$ cat src/sv/fbdr_pkg.sv
// shared types and codes for the page framebuffer with dirty-box refresh
// no dependencies; imported by every module of the block
package fbdr_pkg;

	localparam logic [1:0] CMD_WRITE   = 2'd0;
	localparam logic [1:0] CMD_READ    = 2'd1;
	localparam logic [1:0] CMD_CLEAR   = 2'd2;
	localparam logic [1:0] CMD_REFRESH = 2'd3;

	localparam logic [2:0] KIND_ACK      = 3'd0;
	localparam logic [2:0] KIND_READ     = 3'd1;
	localparam logic [2:0] KIND_POSITION = 3'd2;
	localparam logic [2:0] KIND_DATA     = 3'd3;
	localparam logic [2:0] KIND_NONE     = 3'd4;

	localparam logic [1:0] PHASE_IDLE     = 2'd0;
	localparam logic [1:0] PHASE_POSITION = 2'd1;
	localparam logic [1:0] PHASE_DATA     = 2'd2;

	typedef struct packed {
		logic [1:0] command;
		logic [7:0] pos_x;
		logic [7:0] pos_y;
		logic       color;
	} fbdr_req_t;

	typedef struct packed {
		logic [2:0] kind;
		logic [2:0] page;
		logic [6:0] column;
		logic [7:0] data_byte;
		logic       pixel;
		logic       last;
	} fbdr_rsp_t;

	// controller to datapath
	typedef struct packed {
		logic capture;
		logic execute;
		logic clr_step;
	} fbdr_cmd_t;

	// datapath to controller
	typedef struct packed {
		logic is_clear;
		logic clr_last;
	} fbdr_sts_t;

endpackage

$ cat src/sv/fbdr_ctrl.sv
// controller state machine: accept, execute, clearing sweep
// depends on fbdr_pkg
module fbdr_ctrl (
	input  logic              clk,
	input  logic              arst_n,
	input  logic              cmd_valid,
	output logic              cmd_ready,
	input  logic              out_free,
	input  fbdr_pkg::fbdr_sts_t sts,
	output fbdr_pkg::fbdr_cmd_t ctl
);
	import fbdr_pkg::*;

	localparam logic [1:0] ST_CLEAR = 2'd0;
	localparam logic [1:0] ST_IDLE  = 2'd1;
	localparam logic [1:0] ST_EXEC  = 2'd2;

	logic [1:0] state_q;
	logic [1:0] state_d;

	assign cmd_ready = (state_q == ST_IDLE);

	always_comb begin
		state_d      = state_q;
		ctl.capture  = 1'b0;
		ctl.execute  = 1'b0;
		ctl.clr_step = 1'b0;
		unique case (state_q)
			ST_IDLE: begin
				if (cmd_valid) begin
					ctl.capture = 1'b1;
					state_d     = ST_EXEC;
				end
			end
			ST_EXEC: begin
				if (out_free) begin
					ctl.execute = 1'b1;
					state_d     = sts.is_clear ? ST_CLEAR : ST_IDLE;
				end
			end
			ST_CLEAR: begin
				ctl.clr_step = 1'b1;
				if (sts.clr_last) begin
					state_d = ST_IDLE;
				end
			end
			default: begin
				state_d = ST_IDLE;
			end
		endcase
	end

	// reset starts with a sweep that zeroes the store
	always_ff @(posedge clk or negedge arst_n) begin
		if (!arst_n) begin
			state_q <= ST_CLEAR;
		end else begin
			state_q <= state_d;
		end
	end

endmodule

$ cat config.mk
export PLATFORM = sky130hd
export DESIGN_NAME = fbdr_ctrl
export DESIGN_NICKNAME = d
export VERILOG_FILES = /design/src/sv/fbdr_pkg.sv /design/src/sv/fbdr_ctrl.sv
export SDC_FILE = /design/constraint.sdc
export NUM_CORES = 1
export LEC_CHECK = 0
export BUFFER_PORTS_ARGS = -buffer_cell sky130_fd_sc_hd__buf_2
export CAP_MARGIN = 20
export CORE_AREA = 2 2 39 41
export DETAILED_ROUTE_END_ITERATION = 12
export DIE_AREA = 0 0 41 43
export SETUP_SLACK_MARGIN = 0.1
export SYNTH_ARGS = -nofsm -noshare
export SYNTH_HDL_FRONTEND = slang
export SYNTH_SLANG_ARGS = --single-unit
$ cat constraint.sdc
create_clock -name clk -period 1 [get_ports clk]
set_input_delay 0.05 -clock clk [delete_from_list [all_inputs] [get_ports clk]]
set_output_delay 0.05 -clock clk [all_outputs]
set_load 0.03 [all_outputs]
# == Word level (Yosys, flattened, before mapping) ==
# Index checks and enable logic that the tools add are counted.
# classes
n_eq_ne,5
n_mux,10
n_reduce_logical,2
# ops
cell,count
1-bit 2-to-1 mux,6
2-bit 2-to-1 mux,3
2-bit != test (second input constant),3
2-bit one-hot mux with 3 select lines,1
3-bit AND reduction,1
2-bit by 1-bit equality test with 1-bit output (second input constant),1
2-bit equality test (second input constant),1
2-bit logical NOT,1
# totals
elab_cells,18
in_bits,6
out_inout_bits,4
reg_bits,2

# == Depth between registers and ports, before layout ==
# depth
depth_word,3
depth_mapped,2

# == Least setup slack after synthesis ==
# Ideal clock, no wire load.
# synth_timing
path_kind,flip-flop to flip-flop
start,reg state_q[1]
end,reg state_q[1]
arrival_time_ps,964
required_time_ps,933
path_slack_ps,-31
setup_ps,67
path_stages_with_launch,3
path_buffers,0
cell_sequence,dfrtp_1 and3b_1 a31o_1
# synth_between
elab_chain_cells,3
# synth_lines
element,line,source
from (decl),fbdr_ctrl.sv:18,logic [1:0] state_q;
from (signal assigned),fbdr_ctrl.sv:58,state_q <= state_d;
2-bit equality test (tied with other cells),fbdr_ctrl.sv:28,unique case (state_q)
2-bit != test (no source line),n/a,
3-bit AND reduction (no source line),n/a,
# Parallel ways exist; a longest one is shown, timed or not.
# A chain may end at the register's enable or synchronous reset.

==> impl_metrics.csv <==
group,metric,value,unit
setup_path,reg2reg_depth,3,
cts,cts-root-buf,"clkbuf_4",
setup_path,crit_start,"state_q[1]",
synth,yosysTopAreaCellShare,0.449,
setup_path,crit_required,950,ps
timing,slew_headroom,0.910,
die,coreArea,1380,sq um
grt,antenna_found_initial,0,
timing,fmax,939,MHz
detailed_routing,post_drt_wl_per_cell,7.95,microns
finish,num-fill-cells,155,
finish,diodes,0,
setup_path,crit_path_start_kind,"flop",
detailed_routing,dr.pass1.iters,2,
grt,grt_max_degree,6,
setup_path,crit_family,"flip-flops",
worst_hold_path,min_to,"state_q[0]",
grt,grt_pass1_wl,489,microns
timing,worstMarginPinSlew,134,ps
setup_path,critPathMaxStageDelay,390,ps
finish,final_core_util,0.175,
detailed_routing,route.detailed.drc,0,
detailed_routing,vias,141,
synth,synth_flop_cell,"dfrtp_1",
timing,fin_crit_sh,1.06,
synth,synth_cells,12,
cts,clk_pin_slew_worst_paths,30,ps
synth,synth_edf_count,0,
finish,regMostFlops,"state_q",
die,rows,14,
setup_path,crit_chain,"and3b_2 > buf_6",
placement,dp_hpwl,240,microns
timing,setup_viol,3,
die,die_w,41,microns
grt,grt_overflow,0,
synth,synth-seq-cells,2,
synth,synth-async-reset-ratio,1.00,
synth,yosysWarnings,0,
outcome,status,"finished, violations left",
synth,synth_common_cells,"dfrtp_1, inv_1, nor2_1",
cts,clk_latency,230,ps
timing,fin_skew,1.13,ps
setup_path,rr_startpoint,"state_q[1]",
power_and_ir_drop,powerDensity,3250,nW/um^2
grt,track_usage,0.0491,
placement,portBuffers,9,
setup_path,critical_path_class,"flop to primary output",
job,cap_viol_max_count,0,
synth,synth.area.top_cells,"dfrtp_1, a31o_1, and3b_1",
synth,yosysTopAreaCell,"dfrtp_1",
finish,largest_reg_flops,2,
finish,final_layout_size_suffix_gt1_frac,0.630,
worst_hold_path,hold_class,"input port to flop",
die,pin_count,10,
finish,syn2layout_area_growth,118,%
worst_hold_path,whs_path_depth,3,
finish,top_regs,"state_q: 2 flops",
grt,grt_pass1_vias,150,
finish,num-nets-final,35,
detailed_routing,drt_wl_total,342,microns
worst_hold_path,hp-start,"sts[0]",
detailed_routing,antenna_left,0,
detailed_routing,via_per_inst,3.28,
synth,synth_area,111,sq um
setup_path,crit_slowest_cell,"dfrtp_1",
timing,hold_viol,0,
synth,yosysUniqueCellTypes,9,
power_and_ir_drop,leakagePower,0.128,nW
timing,rsz0062_at_grt,"true",
power_and_ir_drop,power,0.790,mW
cts,clock_sinks,2,
setup_path,path_buf_inv,1,
cts,cts-root-to-sink-buffers,2,
die,start_util,0.0805,
synth,yosysSeqAreaShare,0.449,
setup_path,worstPathArrival,1010,ps
outcome,violations,"negative setup slack",
detailed_routing,drt_iter0_drc,1,
cts,cts_buffers,3,
die,die-area,1760,sq um
cts,cts_tree,"built",
power_and_ir_drop,ir_drop,0.436,mV
setup_path,critPathMaxFanout,5,
timing,worst_slack,-64.9,ps
setup_path,reg2reg_setup_slack,-30,ps
setup_path,cp-end-kind,"primary output",
synth,synthesis.nets,18,
cts,htree_levels,1,
die,chipHeight,43,microns
timing,period_needed,1060,ps
placement,place_congestion,0.488,
setup_path,r2r-end,"state_q[1]",
synth,syn_area_per_cell,9.28,sq um
timing,slew_violations,0,
area by class of cell:
class / count / area, sq um / area share
Tap cell: 16 / 20.0 / 0.0825
Clock buffer: 3 / 22.5 / 0.0928
Inverter: 2 / 7.51 / 0.0309
Timing Repair Buffer: 12 / 87.6 / 0.361
Sequential cell: 2 / 50.0 / 0.206
Multi-Input combinational cell: 8 / 55.1 / 0.227
through the flow:
stage                     instance area (sq um)  hold slack, ps  worst slack, ps  setup TNS [ps]  cells
after global routing                        243             119             -103            -262     43
after floorplan                             113            -246             9.08               0     12
after detailed placement                    178            -164             52.7               0     37
after CTS                                   243            96.0            -66.6            -144     43
final                                       243             101            -64.9            -138     43
after global placement                      178            -162             71.3               0     37
layer usage:
layer	routed length [microns]	global-route usage	vias to the layer above	part of all wire
met5	0	0	-	0
met4	16	0.100	0	0.047
met3	50	0.0105	2	0.15
met2	128	0.0531	11	0.37
met1	146	0.0479	57	0.43
li1	-	-	71	-
how the worst max path moves through the flow:
| stage | endpoint | slack, ps | cells past startpoint |
|---|---|---|---|
| 3_5_place_dp | state_q[1] | 50 | 2 |
| 5_1_grt | ctl[2] | -100 | 2 |
| 2_1_floorplan | state_q[1] | 9 | 2 |
| 3_3_place_gp | state_q[1] | 70 | 2 |
| 6_report | ctl[2] | -60 | 2 |
| 4_1_cts | ctl[2] | -70 | 2 |
timing repair:
action                     CTS  global route
setup endpoints to repair    5             6
pin swaps                    1             0
hold buffers                 1             0
buffers inserted             2             0
hold endpoints to repair     2             0
resized for setup            7             0
cell families after synthesis:
| logic type | count (synthesis) | synth area share |
|---|---|---|
| AND/OR/NAND/NOR | 6 | 0.348 |
| buffers and inverters | 2 | 0.0674 |
| flip-flops | 2 | 0.449 |
| AO/OA/AOI/OAI | 2 | 0.135 |
cell usage in the layout, fill, tap and decap left out:
cell and instances:
nor2_1 2, a31oi_1 1, a31o_1 1, inv_2 1
dlygate4sd3_1 1, nand2b_2 1, nand3b_1 1, buf_2 5
clkbuf_4 3, buf_6 2, and3_1 1, and3b_2 1
inv_1 1, dfrtp_1 2, buf_4 4
tightest hold or removal path: stages:
cell and delay (ps):
buf_2 110, nand2b_2 50, a31oi_1 80
power breakdown:
group          internal (mW)  total [mW]  switching (mW)
logic                  0.206       0.450           0.244
registers              0.120       0.155          0.0349
clock network          0.133       0.185          0.0520
Note: power is estimated with default switching activity, not from simulation.
